--- config.mk ---
export PLATFORM = sky130hd
export DESIGN_NAME = iole_cell
export DESIGN_NICKNAME = d
export VERILOG_FILES = /design/src/design/iole_pkg.sv /design/src/design/iole_cell.sv
export SDC_FILE = /design/constraint.sdc
export NUM_CORES = 1
export LEC_CHECK = 0
export ABC_AREA = 1
export BUFFER_PORTS_ARGS = -buffer_cell sky130_fd_sc_hd__buf_2
export CORE_MARGIN = 8
export CORE_UTILIZATION = 35
export DETAILED_ROUTE_END_ITERATION = 7
export PLACE_DENSITY = 0.68
export SLEW_MARGIN = 40
export SYNTH_ARGS = -nofsm -noshare
export SYNTH_HDL_FRONTEND = slang
export SYNTH_SLANG_ARGS = --single-unit
--- constraint.sdc ---
create_clock -name clk -period 1.8 [get_ports clk]
set_clock_uncertainty 0.1 [all_clocks]
set_input_delay 0.18 -clock clk [delete_from_list [all_inputs] [get_ports clk]]
set_output_delay 0.18 -clock clk [all_outputs]
set_load 0.02 [all_outputs]
--- src/design/iole_pkg.sv ---
`timescale 1ns / 1ps
// ----------------------------------------------------------------------------
// iole_pkg
// shared types and constants for the indexed ordered list engine
// ----------------------------------------------------------------------------
package iole_pkg;

    localparam int CAPACITY_DEF     = 64;
    localparam int HANDLE_WIDTH_DEF = 32;

    // fixed port field widths
    localparam int ACTION_WIDTH     = 3;
    localparam int POS_WIDTH        = 7;
    localparam int HANDLE_IO_WIDTH  = 32;
    localparam int STATUS_WIDTH     = 2;
    localparam int POS_OUT_WIDTH    = 6;
    localparam int COUNT_WIDTH      = 7;

    typedef enum logic [ACTION_WIDTH-1:0] {
        ACT_INSERT = 3'd0,
        ACT_APPEND = 3'd1,
        ACT_REMOVE = 3'd2,
        ACT_GET    = 3'd3,
        ACT_PUT    = 3'd4,
        ACT_FIND   = 3'd5
    } action_t;

    typedef enum logic [STATUS_WIDTH-1:0] {
        STS_OK        = 2'd0,
        STS_BAD_INDEX = 2'd1,
        STS_FULL      = 2'd2,
        STS_NOT_FOUND = 2'd3
    } status_t;

    typedef enum logic [1:0] {
        S_IDLE,
        S_DECIDE,
        S_SEARCH
    } ctrl_state_t;

    // per-cycle command broadcast to every cell
    typedef enum logic [2:0] {
        CELL_HOLD,
        CELL_INSERT,
        CELL_REMOVE,
        CELL_WRITE,
        CELL_SEED,
        CELL_SCAN
    } cell_op_t;

    typedef struct packed {
        cell_op_t op;
        logic     find_mode;
    } cell_ctrl_t;

endpackage

--- src/design/iole_cell.sv ---
`timescale 1ns / 1ps
// ----------------------------------------------------------------------------
// iole_cell
// one list slot with shift links and a collect stage for position/find scans
// ----------------------------------------------------------------------------
module iole_cell
    import iole_pkg::*;
#(
    parameter int          HANDLE_WIDTH = HANDLE_WIDTH_DEF,
    parameter int          INDEX_WIDTH  = 6,
    parameter int          POS_BITS     = POS_WIDTH,
    parameter int unsigned INDEX        = 0
)
(
    input  logic                    clk,
    input  logic                    rst_n,
    input  cell_ctrl_t              ctrl,
    input  logic [POS_BITS-1:0]     op_pos,
    input  logic [POS_BITS-1:0]     fill,
    input  logic [HANDLE_WIDTH-1:0] key,
    input  logic [HANDLE_WIDTH-1:0] below_slot,
    input  logic [HANDLE_WIDTH-1:0] above_slot,
    input  logic                    above_valid,
    input  logic [HANDLE_WIDTH-1:0] above_handle,
    input  logic [INDEX_WIDTH-1:0]  above_index,
    output logic [HANDLE_WIDTH-1:0] slot,
    output logic                    col_valid,
    output logic [HANDLE_WIDTH-1:0] col_handle,
    output logic [INDEX_WIDTH-1:0]  col_index
);

    localparam logic [POS_BITS-1:0]    MY_POS   = POS_BITS'(INDEX);
    localparam logic [INDEX_WIDTH-1:0] MY_INDEX = INDEX_WIDTH'(INDEX);

    logic [HANDLE_WIDTH-1:0] slot_reg, slot_next;
    logic                    match_reg, match_next;
    logic                    col_valid_reg, col_valid_next;
    logic [HANDLE_WIDTH-1:0] col_handle_reg, col_handle_next;
    logic [INDEX_WIDTH-1:0]  col_index_reg, col_index_next;
    logic                    own_hit;

    always_comb
    begin
        if (ctrl.find_mode)
        begin
            own_hit = (MY_POS < fill) && (slot_reg == key);
        end
        else
        begin
            own_hit = (MY_POS == op_pos);
        end
    end

    // slot update
    always_comb
    begin
        slot_next = slot_reg;
        unique case (ctrl.op)
            CELL_INSERT:
            begin
                if (MY_POS > op_pos)
                begin
                    slot_next = below_slot;
                end
                else if (MY_POS == op_pos)
                begin
                    slot_next = key;
                end
            end
            CELL_REMOVE:
            begin
                if (MY_POS >= op_pos)
                begin
                    slot_next = above_slot;
                end
            end
            CELL_WRITE:
            begin
                if (MY_POS == op_pos)
                begin
                    slot_next = key;
                end
            end
            default:
            begin
                slot_next = slot_reg;
            end
        endcase
    end

    // collect stage: lowest hit ripples toward cell 0, one cell per cycle
    always_comb
    begin
        match_next      = match_reg;
        col_valid_next  = col_valid_reg;
        col_handle_next = col_handle_reg;
        col_index_next  = col_index_reg;
        unique case (ctrl.op)
            CELL_SEED:
            begin
                match_next      = own_hit;
                col_valid_next  = own_hit;
                col_handle_next = slot_reg;
                col_index_next  = MY_INDEX;
            end
            CELL_SCAN:
            begin
                if (!match_reg)
                begin
                    col_valid_next  = above_valid;
                    col_handle_next = above_handle;
                    col_index_next  = above_index;
                end
            end
            default:
            begin
                match_next = match_reg;
            end
        endcase
    end

    always_ff @(posedge clk)
    begin
        slot_reg       <= slot_next;
        col_handle_reg <= col_handle_next;
        col_index_reg  <= col_index_next;
    end

    always_ff @(posedge clk or negedge rst_n)
    begin
        if (!rst_n)
        begin
            match_reg     <= 1'b0;
            col_valid_reg <= 1'b0;
        end
        else
        begin
            match_reg     <= match_next;
            col_valid_reg <= col_valid_next;
        end
    end

    assign slot       = slot_reg;
    assign col_valid  = col_valid_reg;
    assign col_handle = col_handle_reg;
    assign col_index  = col_index_reg;

endmodule

After elaboration in Yosys (flattened, before gate mapping) --
Index checks and enable logic that the tools add are counted.
Storage, ports and cells: register bits 72, bits in latches 0, RAM bits 0, memory bits (read-only) 0, output and inout port bits 71, word-level logic and storage cells 33, memories 0
Operators by class: add/sub/neg operators 0, multipliers 0, div/mod/pow operators 0, $lt $le $gt $ge 3, equality and inequality tests 8, shifts and indexed selects 0, mux-type cells 11, bitwise operators 0, reductions and logical operators 6
Operators by type and width (count):
- $mux 32 | 4
- $pmux 32 s3 | 1
- $pmux 32 s2 | 1
- $eq 32x32->1 | 1
- $pmux 6 s2 | 1
- $ge 1x7->1 const A | 1
- $gt 1x7->1 const A | 1
- $logic_not 7->1 | 1
- $lt 1x7->1 const A | 1
- $eq 3x2->1 const B | 2
- $eq 3x3->1 const B | 2
- $mux 6 | 1
- $ne 2x2->1 const B | 2
- $reduce_and 2->1 | 2
- $eq 3x1->1 const B | 1
- $reduce_bool 3->1 | 1
- $mux 1 | 2
- $pmux 1 s2 | 1
- $reduce_bool 2->1 | 1
- $logic_and 1x1->1 | 1

Logic depth before layout (Yosys ltp) --
depth in word-level cells 4, mapped depth 12, gate-level depth less buffers 12

Worst setup path after synthesis --
OpenSTA, ideal clock, no wires.
path type input port to flip-flop, from input op_pos[5], to register slot_reg[0], in the netlist slot[0], enable pin, setup time 432 ps, arrival time 2496 ps, required time 1268 ps, slack -1228 ps, cell stages on the path 5, buffers on the path 1, cell sequence or3_4 -> nor2_8 -> buf_6 -> nand2_1 -> a21oi_1
On the way: word-level cells in the longest chain between the ends 3
RTL lines:
- start, declared | line iole_cell.sv:18 | input logic [POS_BITS-1:0] op_pos,
- $ge 1x7->1 | line iole_cell.sv:72 | if (MY_POS >= op_pos)
- $ne 2x2->1 (no line)
- $reduce_and 2->1 (no line)
- end signal, assigned | line iole_cell.sv:124 | slot_reg <= slot_next;
- end, declared | line iole_cell.sv:35 | logic [HANDLE_WIDTH-1:0] slot_reg, slot_next;
No other way between the ends. A chain may end at the register's enable or synchronous reset.

Final worst setup path --
from register slot_reg[22], in the netlist slot[22], to register match_reg
On the way: word-level cells in the longest chain between the ends 3
RTL lines:
- $eq 32x32->1 | line iole_cell.sv:46 | own_hit = (MY_POS < fill) && (slot_reg == key);
- $logic_and 1x1->1 | line iole_cell.sv:46
- $mux 1 | line iole_cell.sv:44 | if (ctrl.find_mode)
- end signal, assigned | line iole_cell.sv:138 | match_reg <= match_next;
- end, declared | line iole_cell.sv:36 | logic match_reg, match_next;
No other way between the ends.

==> flow_summary.ini <==
[logic_synthesis]
synth_edf_count = 70
synth_top_cell_area_share_pct = 52.1
syn_nets = 634
synth_ff_type = edfxtp_1
synthArstFlopShare_pct = 2.78
ys_seq_elements = 72
synthTopCellsByArea = edfxtp_1, nand2_1, inv_1, a21oi_1, nor2_1
yosysSeqAreaShare_pct = 53.3
netlist_area_sq_um = 4040
synthCells = 479
ys_warn_count = 0
synth.largest_area_cell = edfxtp_1
yosys.cell_types.count = 24
avgSynthCellArea_sq_um = 8.42

[global_route]
grt_pass1_vias = 3958
antenna_found_initial = 0
grt_max_degree = 39
grt_use_total_pct = 16.7
grt_pass1_wl_mm = 19.8
grt_overflow_total = 0

[critical_path]
critical_path.startpoint_type = flip-flop
crit_type = flip-flop to flip-flop
crit_path_end_kind = flip-flop
arrival_ps = 1770
worstPathMaxFanout = 4
crit_required_ps = 1970

[routing]
vias = 3922
post_drt_wl_per_cell_um = 15.7
first_pass_iters = 4
ant_nets = 0
vias_per_cell = 4.74
drc_errors = 0
wirelength_mm = 13.0
drt_iter0_drc = 200

[place]
dpl.hpwl_mm = 10.1
gp_congestion = 0.838
portBuffers = 193

[final_layout]
syn_to_final_growth_pct = 39.5
drive_gt1_share_pct = 37.7
antenna_cells = 0
nets = 834

[sta]
drv_slew = 0
fin_crit_ps = 1600
tightest_slew_ps = 314
setup_tns_ps = 0
rsz0062_at_grt = false
max_freq_ghz = 0.626
hold_violations = 0
slew-limit-headroom_pct = 78.9
setup_viol = 0
period_share_pct = 88.7

[clocking]
clock_path_buffers = 2
path_clk_slew_ps = 60
cts_tree = built
cts-hold-fix-buffers = 1
postCtsResizedCells = 0
cts.htree.levels = 3
root_buffer = clkbuf_16
cts_buffers = 9
clock-sinks = 72
post_cts_buffers = 0
insertion_delay_ps = 330

[power_and_ir_drop]
vdd_drop_max_mv = 0.461
p_total_w = 0.00473
p_leak_nw = 2.76
p_per_area_nw_per_um2 = 840

[floorplanning]
die-area_sq_um = 15200
die_y_um = 123
ios = 226
initial_core_util_pct = 35.6
core_area_sq_um = 11300
row_count = 39
die_x_um = 123

[run_status]
status = complete, no violations

[flow_run]
maxCapViolations = 0

[min_path]
hold_class = input pin to flip-flop
-- critical path, stage by stage (launching register included) --
cell	delay, ps
edfxtp_1	440
inv_1	100
nand2_1	50
nand2_1	60
nand3_1	60
nor2_1	150
nand2_1	90
nor2_1	150
nand3_1	130
nand2_1	80
nand3_1	60
nand2_1	60
-- cell families after synthesis --
kind of cell	after synthesis	share of synthesized area [%]
AO/OA/AOI/OAI	94	11.7
XOR/XNOR	7	1.52
buffers and inverters	87	9.24
flip-flops	72	53.3
multiplexers	8	2.23
AND/OR/NAND/NOR	211	22.0
-- Yosys cell counts, drive strengths merged (2+ instances only) --
cell type / number
nand2: 117
nor2: 82
edfxtp: 70
inv: 69
a21oi: 48
o21ai: 45
buf: 12
mux2: 8
nand3: 7
clkbuf: 6
xnor2: 4
xor2: 3
dfrtp: 2
nand4: 2
-- layout make-up --
type	instances	area (sq um)
Sequential cell	72	2150
Multi-Input combinational cell	320	1530
Timing Repair Buffer	207	1160
Inverter	69	263
Fill cell	1120	5690
Tap cell	143	179
Clock inverter	7	120
Clock buffer	9	225
-- cells in the final DEF, fill, tap and decap left out, types with 2 or more instances in the layout --
cell type and instances:
clkinvlp_4 2, o21ai_1 37, edfxtp_1 70, o21ai_0 8
mux2_2 8, xor2_1 3, buf_2 193, nand2_1 115
clkinv_4 2, a21oi_1 47, buf_12 7, dfrtp_1 2
nor2_2 20, nand4_1 2, xnor2_1 4, nand3_1 7
buf_4 6, clkbuf_16 9, bufinv_16 3, inv_1 67
nor2_1 61
-- where the power goes --
| group | switching [W] | internal, W | leakage (nW) | total (W) |
|---|---|---|---|---|
| Clock | 0.000717 | 0.00136 | 0.166 | 0.00207 |
| Sequential | 0.0000467 | 0.00194 | 0.677 | 0.00199 |
| Combinational | 0.000394 | 0.000276 | 1.91 | 0.000670 |
| Total | 0.00116 | 0.00357 | 2.76 | 0.00473 |
-- layer usage --
layer,vias to the layer above,GRT usage (%),routed length (um)
met5,-,0,0
met2,172,29.8,6500
met4,0,5.12,165
met3,20,5.16,1280
li1,1947,-,-
met1,1783,18.7,5070
-- per-stage QoR --
stage | utilization [%] | area, sq um | hold WS, ps | worst slack [ps] | instances
final | 49.7 | 5630 | 38.4 | 203 | 827
after floorplan | - | 4060 | -216 | -202 | 479
after global routing | 49.7 | 5630 | 41.6 | 0.864 | 827
after global placement | 46.6 | 5270 | -135 | 103 | 810
after detailed placement | 46.6 | 5270 | -134 | 88.9 | 810
after CTS | 49.7 | 5630 | 22.5 | 203 | 827
-- path summary, 6_finish.rpt --
path                                  startpoint                     to  slack, ps  cells past startpoint
max reg2reg                   slot[22]$_DFFE_PP_  match_reg$_DFFE_PN0P_        200                     11
min in group asynchronous                  rst_n  col_valid$_DFFE_PN0P_         60                      2
max                           slot[22]$_DFFE_PP_  match_reg$_DFFE_PN0P_        200                     11
min reg2reg                col_valid$_DFFE_PN0P_  col_valid$_DFFE_PN0P_        400                      2
min                               above_slot[14]     slot[14]$_DFFE_PP_         40                      3
max in group asynchronous                  rst_n  match_reg$_DFFE_PN0P_       1450                      2
(Power assumes the default switching activity.)
