**config.mk**
```make
export PLATFORM = sky130hd
export DESIGN_NAME = iole_ctrl
export DESIGN_NICKNAME = d
export VERILOG_FILES = /design/src/design/iole_pkg.sv /design/src/design/iole_ctrl.sv
export SDC_FILE = /design/constraint.sdc
export NUM_CORES = 1
export LEC_CHECK = 0
export ABC_AREA = 1
export BUFFER_PORTS_ARGS = -buffer_cell sky130_fd_sc_hd__clkbuf_2
export CAP_MARGIN = 15
export CORE_MARGIN = 4
export CORE_UTILIZATION = 50
export DETAILED_ROUTE_END_ITERATION = 7
export GPL_TIMING_DRIVEN = 0
export PLACE_DENSITY = 0.89
export SYNTH_ARGS = -nofsm -noshare
export SYNTH_HDL_FRONTEND = slang
export SYNTH_SLANG_ARGS = --single-unit
export TNS_END_PERCENT = 10
```
**constraint.sdc**
```tcl
create_clock -name clk -period 3.3 [get_ports clk]
set_clock_uncertainty 0.15 [all_clocks]
set_input_delay 0.495 -clock clk [delete_from_list [all_inputs] [get_ports clk]]
set_output_delay 0.495 -clock clk [all_outputs]
set_load 0.01 [all_outputs]
```
**src/design/iole_pkg.sv**
```systemverilog
`timescale 1ns / 1ps
// ----------------------------------------------------------------------------
// iole_pkg
// shared types and constants for the indexed ordered list engine
// ----------------------------------------------------------------------------
package iole_pkg;

    localparam int CAPACITY_DEF     = 64;
    localparam int HANDLE_WIDTH_DEF = 32;

    // fixed port field widths
    localparam int ACTION_WIDTH     = 3;
    localparam int POS_WIDTH        = 7;
    localparam int HANDLE_IO_WIDTH  = 32;
    localparam int STATUS_WIDTH     = 2;
    localparam int POS_OUT_WIDTH    = 6;
    localparam int COUNT_WIDTH      = 7;

    typedef enum logic [ACTION_WIDTH-1:0] {
        ACT_INSERT = 3'd0,
        ACT_APPEND = 3'd1,
        ACT_REMOVE = 3'd2,
        ACT_GET    = 3'd3,
        ACT_PUT    = 3'd4,
        ACT_FIND   = 3'd5
    } action_t;

    typedef enum logic [STATUS_WIDTH-1:0] {
        STS_OK        = 2'd0,
        STS_BAD_INDEX = 2'd1,
        STS_FULL      = 2'd2,
        STS_NOT_FOUND = 2'd3
    } status_t;

    typedef enum logic [1:0] {
        S_IDLE,
        S_DECIDE,
        S_SEARCH
    } ctrl_state_t;

    // per-cycle command broadcast to every cell
    typedef enum logic [2:0] {
        CELL_HOLD,
        CELL_INSERT,
        CELL_REMOVE,
        CELL_WRITE,
        CELL_SEED,
        CELL_SCAN
    } cell_op_t;

    typedef struct packed {
        cell_op_t op;
        logic     find_mode;
    } cell_ctrl_t;

endpackage

```
**src/design/iole_ctrl.sv**
```systemverilog
`timescale 1ns / 1ps
// ----------------------------------------------------------------------------
// iole_ctrl
// action sequencer: range checks, cell commands, fill count and result register
// ----------------------------------------------------------------------------
module iole_ctrl
    import iole_pkg::*;
#(
    parameter int CAPACITY     = CAPACITY_DEF,
    parameter int HANDLE_WIDTH = HANDLE_WIDTH_DEF,
    parameter int INDEX_WIDTH  = 6,
    parameter int FILL_WIDTH   = 7,
    parameter int POS_BITS     = 7
)
(
    input  logic                       clk,
    input  logic                       rst_n,
    input  logic                       in_valid,
    output logic                       in_ready,
    input  logic [ACTION_WIDTH-1:0]    action,
    input  logic [POS_WIDTH-1:0]       position,
    input  logic [HANDLE_IO_WIDTH-1:0] handle_in,
    output logic                       out_valid,
    input  logic                       out_ready,
    output logic [STATUS_WIDTH-1:0]    status,
    output logic [POS_OUT_WIDTH-1:0]   position_out,
    output logic [HANDLE_IO_WIDTH-1:0] handle_out,
    output logic [COUNT_WIDTH-1:0]     count,
    output cell_ctrl_t                 cell_ctrl,
    output logic [POS_BITS-1:0]        op_pos,
    output logic [POS_BITS-1:0]        fill_pos,
    output logic [HANDLE_WIDTH-1:0]    key,
    input  logic                       col0_valid,
    input  logic [HANDLE_WIDTH-1:0]    col0_handle,
    input  logic [INDEX_WIDTH-1:0]     col0_index
);

    ctrl_state_t             state_reg, state_next;
    logic [ACTION_WIDTH-1:0] act_reg;
    logic [POS_BITS-1:0]     pos_reg;
    logic [HANDLE_WIDTH-1:0] key_reg;
    logic [FILL_WIDTH-1:0]   fill_reg, fill_next;
    logic [INDEX_WIDTH-1:0]  step_reg, step_next;

    logic                       out_valid_reg;
    logic [STATUS_WIDTH-1:0]    status_reg;
    logic [POS_OUT_WIDTH-1:0]   position_out_reg;
    logic [HANDLE_IO_WIDTH-1:0] handle_out_reg;
    logic [COUNT_WIDTH-1:0]     count_reg;

    logic                    accept;
    logic                    out_free;
    logic [POS_BITS-1:0]     fill_ext;
    logic [POS_BITS-1:0]     eff_pos;
    logic                    full;

    // decision signals shared by next-state and output logic
    logic                    need_search;
    logic                    res_load;
    status_t                 res_status;
    logic [POS_OUT_WIDTH-1:0] res_pos;
    logic [HANDLE_IO_WIDTH-1:0] res_handle;

    assign accept   = in_valid && in_ready;
    assign out_free = !out_valid_reg || out_ready;
    assign fill_ext = POS_BITS'(fill_reg);
    assign full     = (fill_reg == FILL_WIDTH'(CAPACITY));
    assign eff_pos  = (action_t'(act_reg) == ACT_APPEND) ? fill_ext : pos_reg;

    // result and search decision
    always_comb
    begin
        need_search = 1'b0;
        res_status  = STS_OK;
        res_pos     = '0;
        res_handle  = '0;
        if (state_reg == S_DECIDE)
        begin
            unique case (action_t'(act_reg))
                ACT_INSERT, ACT_APPEND:
                begin
                    if (eff_pos > fill_ext)
                    begin
                        res_status = STS_BAD_INDEX;
                    end
                    else if (full)
                    begin
                        res_status = STS_FULL;
                    end
                    else
                    begin
                        res_pos = POS_OUT_WIDTH'(eff_pos);
                    end
                end
                ACT_REMOVE, ACT_GET, ACT_PUT:
                begin
                    if (pos_reg >= fill_ext)
                    begin
                        res_status = STS_BAD_INDEX;
                    end
                    else
                    begin
                        need_search = 1'b1;
                    end
                end
                ACT_FIND:
                begin
                    if (fill_reg == '0)
                    begin
                        res_status = STS_NOT_FOUND;
                    end
                    else
                    begin
                        need_search = 1'b1;
                    end
                end
                default:
                begin
                    res_status = STS_BAD_INDEX;
                end
            endcase
        end
        else
        begin
            if (action_t'(act_reg) == ACT_FIND)
            begin
                if (col0_valid)
                begin
                    res_pos = POS_OUT_WIDTH'(col0_index);
                end
                else
                begin
                    res_status = STS_NOT_FOUND;
                end
            end
            else
            begin
                res_handle = HANDLE_IO_WIDTH'(col0_handle);
            end
        end
    end

    assign res_load = out_free &&
                      (((state_reg == S_DECIDE) && !need_search) ||
                       ((state_reg == S_SEARCH) && (step_reg == '0)));

    // next state
    always_comb
    begin
        state_next = state_reg;
        unique case (state_reg)
            S_IDLE:
            begin
                if (accept)
                begin
                    state_next = S_DECIDE;
                end
            end
            S_DECIDE:
            begin
                if (need_search)
                begin
                    state_next = S_SEARCH;
                end
                else if (out_free)
                begin
                    state_next = S_IDLE;
                end
            end
            S_SEARCH:
            begin
                if (res_load)
                begin
                    state_next = S_IDLE;
                end
            end
            default:
            begin
                state_next = S_IDLE;
            end
        endcase
    end

    // outputs: cell commands, fill and scan counter
    always_comb
    begin
        cell_ctrl.op        = CELL_HOLD;
        cell_ctrl.find_mode = (action_t'(act_reg) == ACT_FIND);
        fill_next           = fill_reg;
        step_next           = step_reg;
        in_ready            = (state_reg == S_IDLE);
        unique case (state_reg)
            S_IDLE:
            begin
                cell_ctrl.op = CELL_HOLD;
            end
            S_DECIDE:
            begin
                if (need_search)
                begin
                    cell_ctrl.op = CELL_SEED;
                    if (action_t'(act_reg) == ACT_FIND)
                    begin
                        step_next = INDEX_WIDTH'(fill_reg - 1'b1);
                    end
                    else
                    begin
                        step_next = INDEX_WIDTH'(pos_reg);
                    end
                end
                else if (res_load && (res_status == STS_OK))
                begin
                    cell_ctrl.op = CELL_INSERT;
                    fill_next    = fill_reg + 1'b1;
                end
            end
            S_SEARCH:
            begin
                if (step_reg != '0)
                begin
                    cell_ctrl.op = CELL_SCAN;
                    step_next    = step_reg - 1'b1;
                end
                else if (res_load)
                begin
                    if (action_t'(act_reg) == ACT_PUT)
                    begin
                        cell_ctrl.op = CELL_WRITE;
                    end
                    else if (action_t'(act_reg) == ACT_REMOVE)
                    begin
                        cell_ctrl.op = CELL_REMOVE;
                        fill_next    = fill_reg - 1'b1;
                    end
                end
            end
            default:
            begin
                cell_ctrl.op = CELL_HOLD;
            end
        endcase
    end

    always_ff @(posedge clk)
    begin
        if (accept)
        begin
            act_reg <= action;
            pos_reg <= POS_BITS'(position);
            key_reg <= HANDLE_WIDTH'(handle_in);
        end
        if (res_load)
        begin
            status_reg       <= res_status;
            position_out_reg <= res_pos;
            handle_out_reg   <= res_handle;
            count_reg        <= COUNT_WIDTH'(fill_next);
        end
        step_reg <= step_next;
    end

    always_ff @(posedge clk or negedge rst_n)
    begin
        if (!rst_n)
        begin
            state_reg     <= S_IDLE;
            fill_reg      <= '0;
            out_valid_reg <= 1'b0;
        end
        else
        begin
            state_reg <= state_next;
            fill_reg  <= fill_next;
            if (res_load)
            begin
                out_valid_reg <= 1'b1;
            end
            else if (out_ready)
            begin
                out_valid_reg <= 1'b0;
            end
        end
    end

    assign out_valid    = out_valid_reg;
    assign status       = status_reg;
    assign position_out = position_out_reg;
    assign handle_out   = handle_out_reg;
    assign count        = count_reg;
    assign op_pos       = eff_pos;
    assign fill_pos     = fill_ext;
    assign key          = key_reg;

`ifndef SYNTHESIS
    a_fill_bound: assert property (@(posedge clk) disable iff (!rst_n)
        fill_reg <= FILL_WIDTH'(CAPACITY))
        else $error("fill count past capacity");

    a_scan_in_range: assert property (@(posedge clk) disable iff (!rst_n)
        (state_reg == S_SEARCH) |-> (FILL_WIDTH'(step_reg) < fill_reg))
        else $error("scan counter outside the list");

    a_remove_shrinks: assert property (@(posedge clk) disable iff (!rst_n)
        (res_load && (state_reg == S_SEARCH) && (action_t'(act_reg) == ACT_REMOVE))
        |=> (fill_reg == FILL_WIDTH'($past(fill_reg) - 1'b1)))
        else $error("remove did not shrink the list");

    a_result_after_work: assert property (@(posedge clk) disable iff (!rst_n)
        res_load |-> (state_reg != S_IDLE))
        else $error("result loaded with no item in flight");
`endif

endmodule

```
Word level (Yosys, flattened, before mapping)
Index checks and enable logic that the tools add are counted.
{"block": "word_totals", "regBits": 105, "out_inout_bits": 99}
{"block": "classes", "addsub": 3, "order_cmp": 2, "n_eq_ne": 13, "mux": 44, "reduce_logical": 22}
{"operator": "two-way mux 6 bit", "n": 9}
{"operator": "two-way mux 7 bit", "n": 7}
{"operator": "two-way mux 2 bit", "n": 13}
{"operator": "case mux 7 bit (2 select lines)", "n": 1}
{"operator": "case mux 2 bit (3 select lines)", "n": 2}
{"operator": "case mux 6 bit (2 select lines)", "n": 1}
{"operator": "adder 7 x 1 -> 7 bit (second input constant)", "n": 1}
{"operator": "equality test 7 bit (second input constant)", "n": 1}
{"operator": ">= comparator 7 bit", "n": 1}
{"operator": "greater-than comparator 7 bit", "n": 1}
{"operator": "zero test 7 bit", "n": 1}
{"operator": "two-way mux 1 bit", "n": 7}
{"operator": "subtractor 7 x 1 -> 7 bit (second input constant)", "n": 1}
{"operator": "equality test 3 x 2 -> 1 bit (second input constant)", "n": 2}
{"operator": "equality test 3 bit (second input constant)", "n": 2}
{"operator": "zero test 6 bit", "n": 1}
{"operator": "two-way mux 3 bit", "n": 2}
{"operator": "case mux 3 bit (2 select lines)", "n": 1}
{"operator": "AND reduction 3 bit", "n": 2}
{"operator": "nonzero test 6 bit", "n": 1}
{"operator": "subtractor 6 x 1 -> 6 bit (second input constant)", "n": 1}
{"operator": "logical AND 1 bit", "n": 5}
{"operator": "zero test 2 bit", "n": 2}
{"operator": "!= test 2 x 1 -> 1 bit (second input constant)", "n": 2}
{"operator": "other kinds (12)", "n": 17}

Depth between registers and ports, before layout
{"block": "logic_depth", "ltp_word": 12, "mapped_depth": 23, "ltp_nobuf": 22}

Worst setup path after synthesis
Ideal clock, no wire load.
{"block": "synth_timing", "path_kind": "register to output", "start": "register act_reg[2]", "end": "output port cell_ctrl[1] (netlist bit)", "arrival_time_ps": 2544, "required_ps": 2655, "setup_slack_ps": 111, "stages_incl_launch_ff": 17, "cell_sequence": "edfxtp_1 > inv_2 > nand3_1 > clkbuf_1 > o21ai_0 > ha_1 > nand2_1 > nand2_1 > a21oi_1 > nand2_1 > nand3_1 > nand3_1 > nand2_1 > nand2_2 > nor2_4 > nand2_1 > a31oi_1"}
{"item": "from (decl)", "line": "iole_ctrl.sv:39", "text": "logic [ACTION_WIDTH-1:0] act_reg;"}
{"item": "from (signal assigned)", "line": "iole_ctrl.sv:248", "text": "act_reg <= action;"}
{"item": "to (decl)", "line": "iole_ctrl.sv:29", "text": "output cell_ctrl_t cell_ctrl,"}

==> flow_metrics.py <==
metrics = {
    "status": {
        "status": "complete, but fails checks",
        "violations": "setup timing",
    },
    "yosys": {
        "syn_inst": 488,
        "synth_top_cell_by_area": "edfxtp_1",
        "async_reset_ff_share_pct": 9.52,
        "synth_top_family_by_area": "simple AND/OR/NAND/NOR gates",
        "synth_edf_count": 95,
        "synth_xor_xnor_area_share_pct": 0.696,
        "synth_area_um2": 5040,
        "synth_compound_area_share_pct": 6.24,
        "yosysSeqAreaShare_pct": 61.6,
        "synth_nets": 593,
        "yosysUniqueCellTypes": 35,
        "synth_seq_cells": 105,
        "yosysTopAreaCellShare_pct": 56.6,
        "synth_area_leaders": "edfxtp_1 57%, nand2_1 6.5%, inv_1 6.3%",
        "synth-main-ff-cell": "edfxtp_1",
        "synth_fa_ha_area_share_pct": 4.97,
        "synthSimpleGateAreaFrac_pct": 18.3,
        "avgSynthCellArea_um2": 10.3,
        "synth_commonest_cells": "95 x edfxtp_1, 87 x nand2_1, 84 x inv_1",
        "synth_mux_area_share_pct": 0,
        "synth_most_common_cell": "edfxtp_1",
        "ys_warn_count": 0,
    },
    "power_and_ir_drop": {
        "p_leak_uw": 0.00318,
        "p_per_area_nw_per_um2": 917,
        "p_int_uw": 3590,
        "p_clk_share_pct": 13.6,
        "p_comb_share_pct": 49.1,
        "switching_share_pct": 42.4,
        "seqPwrFrac_pct": 37.3,
        "peakVddDrop_v": 0.000583,
        "finalPower_uw": 6220,
        "switchingPower_uw": 2630,
    },
    "clock_tree": {
        "htree_levels": 3,
        "clk_latency_ns": 0.37,
        "cts_buffer_depth": 2,
        "tritoncts": "done",
        "cts_root_buffer": "clkbuf_8",
        "cts_buffers": 9,
        "cts.reportedPaths.clkPinSlew_ns": 0.11,
        "cts.sinks": 105,
    },
    "floorplanning": {
        "die_w_um": 108,
        "initial_core_util_pct": 51.5,
        "rows": 36,
        "dieHeight_um": 108,
        "die_area_um2": 11700,
        "core_area_um2": 9770,
        "ioPinCount": 184,
    },
    "sta": {
        "period_needed_ns": 3.55,
        "slew_headroom_pct": 25.5,
        "layout_worst_path_cycle_share_pct": 108,
        "timing.fmax_mhz": 282,
        "report.final.setup_viol": 2,
        "hold_viol_final": 0,
        "worst_slack_ns": -0.251,
        "tightest_slew_ns": 1.11,
        "drv_slew": 0,
        "rsz0062_at_grt": "true",
    },
    "worst_setup_path": {
        "reg2reg_from": "fill_pos[6]",
        "critical_path.endpoint_type": "output port",
        "worstRegToRegCells": 17,
        "critPathKind": "reg -> out",
        "cp_max_fo": 4,
        "r2r_setup_slack_ns": 0.09,
        "r2r_end": "count[5]",
        "worstPathRequired_ns": 2.65,
        "startpoint_type": "register",
        "arrival_ns": 2.91,
    },
    "routing": {
        "final_antenna_net_count": 0,
        "drcViolationCount": 0,
        "detail_route.vias_per_cell": 5.26,
        "drt-initial-drc-count": 447,
        "vias": 4433,
        "wl_per_cell_um": 16.1,
        "firstDrtPassIters": 7,
        "wl_um": 13600,
    },
    "worst_hold_path": {
        "holdPathStages": 1,
        "min_to": "pos_reg[3]",
        "min_path_type": "in -> reg",
        "hold_start": "position[3]",
    },
    "placed_design": {
        "routabilityCongestion": 0.909,
        "pre_cts_slack_ns": -0.381,
        "io_buffers": 183,
        "hpwl_um": 9290,
    },
    "job": {
        "drv_cap": 0,
    },
    "layout": {
        "nNetsFinal": 810,
        "syn_to_final_growth_pct": 34.8,
        "insertedDiodeCount": 0,
        "drive_gt1_share_pct": 39.9,
        "utilization_pct": 69.4,
    },
    "grt": {
        "grt_use_total_pct": 21.4,
        "grt_antenna_before_repair": 0,
        "overflow": 0,
        "grt_pass1_wl_um": 19300,
        "grt_pass1_vias": 4070,
        "grt_start_max_net_pins": 30,
    },
}
-- worst max path at each step --
stage                               to  cells past startpoint        start
after global routing      cell_ctrl[1]                     17   act_reg[1]
final                     cell_ctrl[1]                     17   act_reg[2]
after floorplan           cell_ctrl[1]                     16   act_reg[2]
after CTS                 cell_ctrl[1]                     19   act_reg[2]
after global placement    cell_ctrl[1]                     13  fill_pos[5]
after detailed placement  cell_ctrl[1]                     13  fill_pos[5]
-- layout by cell type, fill, tap and decap left out, types with 8 or more instances in the layout --
master / netlist / layout
clkbuf_2: 0 / 182
edfxtp_1: 95 / 95
inv_1: 84 / 80
nand2_1: 87 / 78
nor2_1: 54 / 53
nand3_1: 30 / 29
buf_4: 0 / 18
ha_1: 20 / 14
a21oi_1: 15 / 13
o21ai_0: 19 / 12
nand2_2: 4 / 10
nand4_1: 10 / 10
inv_2: 7 / 9
clkbuf_8: 0 / 9
dfrtp_1: 10 / 9
o22ai_1: 8 / 8
-- repair_timing --
item | 4_1_cts | 5_1_grt
endpoints found under the hold margin | 10 | 0
pin swaps | 11 | 16
setup buffers | 11 | 7
hold buffers | 1 | 0
setup endpoints to repair | 12 | 2
gates cloned | 3 | 0
gates resized for setup | 24 | 35
-- power groups by stage --
stage,Sequential [uW],Combinational (uW),Clock (uW)
global route,2350,3320,924
detailed placement,2340,2550,0
floorplan,2490,1470,0
finish,2320,3050,849
global placement,2330,2430,0
CTS,2310,2720,862
-- kinds of logic after synthesis --
| group | count (synthesis) |
|---|---|
| DFF | 105 |
| and+or+nand+nor | 201 |
| xor gates and xnor gates | 4 |
| buffers and inverters | 104 |
| adders and majority gates | 20 |
| AOI/OAI and AO/OA | 54 |
-- worst max-delay path, stage by stage (launching register included) --
cell and delay [ns]:
edfxtp_1 0.45, inv_2 0.12, nand3_4 0.12, buf_4 0.19
o21ai_4 0.18, ha_4 0.24, nand2_4 0.08, inv_2 0.04
a21oi_2 0.10, nand2_1 0.08, nand3_1 0.10, nand3_1 0.10
nand2_1 0.10, nand2_2 0.09, nor2_4 0.18, nand2_2 0.09
a31oi_4 0.16, buf_6 0.13
-- metrics by stage --
step / std cells / TNS, ns / cell area [um2] / hold WS (ns)
2_1_floorplan: 488 / 0 / 5040 / 0.0494
3_3_place_gp: 804 / -0.323 / 6120 / 0.233
3_5_place_dp: 805 / -0.631 / 6150 / 0.237
4_1_cts: 835 / -0.259 / 6530 / 0.128
5_1_grt: 842 / -0.773 / 6790 / 0.124
6_report: 842 / -0.338 / 6790 / 0.138
-- final cells by class --
class | count | area [um2]
flip-flops and latches | 105 | 3100
fillers | 728 | 2990
multi-input cells | 281 | 1770
repair buffers | 204 | 1110
inverters | 92 | 355
well taps | 133 | 166
clock buffers | 9 | 124
clock inverters | 6 | 81.3
plain buffers | 12 | 75.1
-- per-layer routing --
| layer | vias to the layer above | GRT usage (%) | wire length (um) |
|---|---|---|---|
| li1 | 2055 | - | - |
| met5 | - | 0 | 0 |
| met3 | 53 | 5.19 | 1380 |
| met1 | 2041 | 26.7 | 5210 |
| met2 | 284 | 35.7 | 6530 |
| met4 | 0 | 8.84 | 457 |
Power figures use the tool's default switching activity.
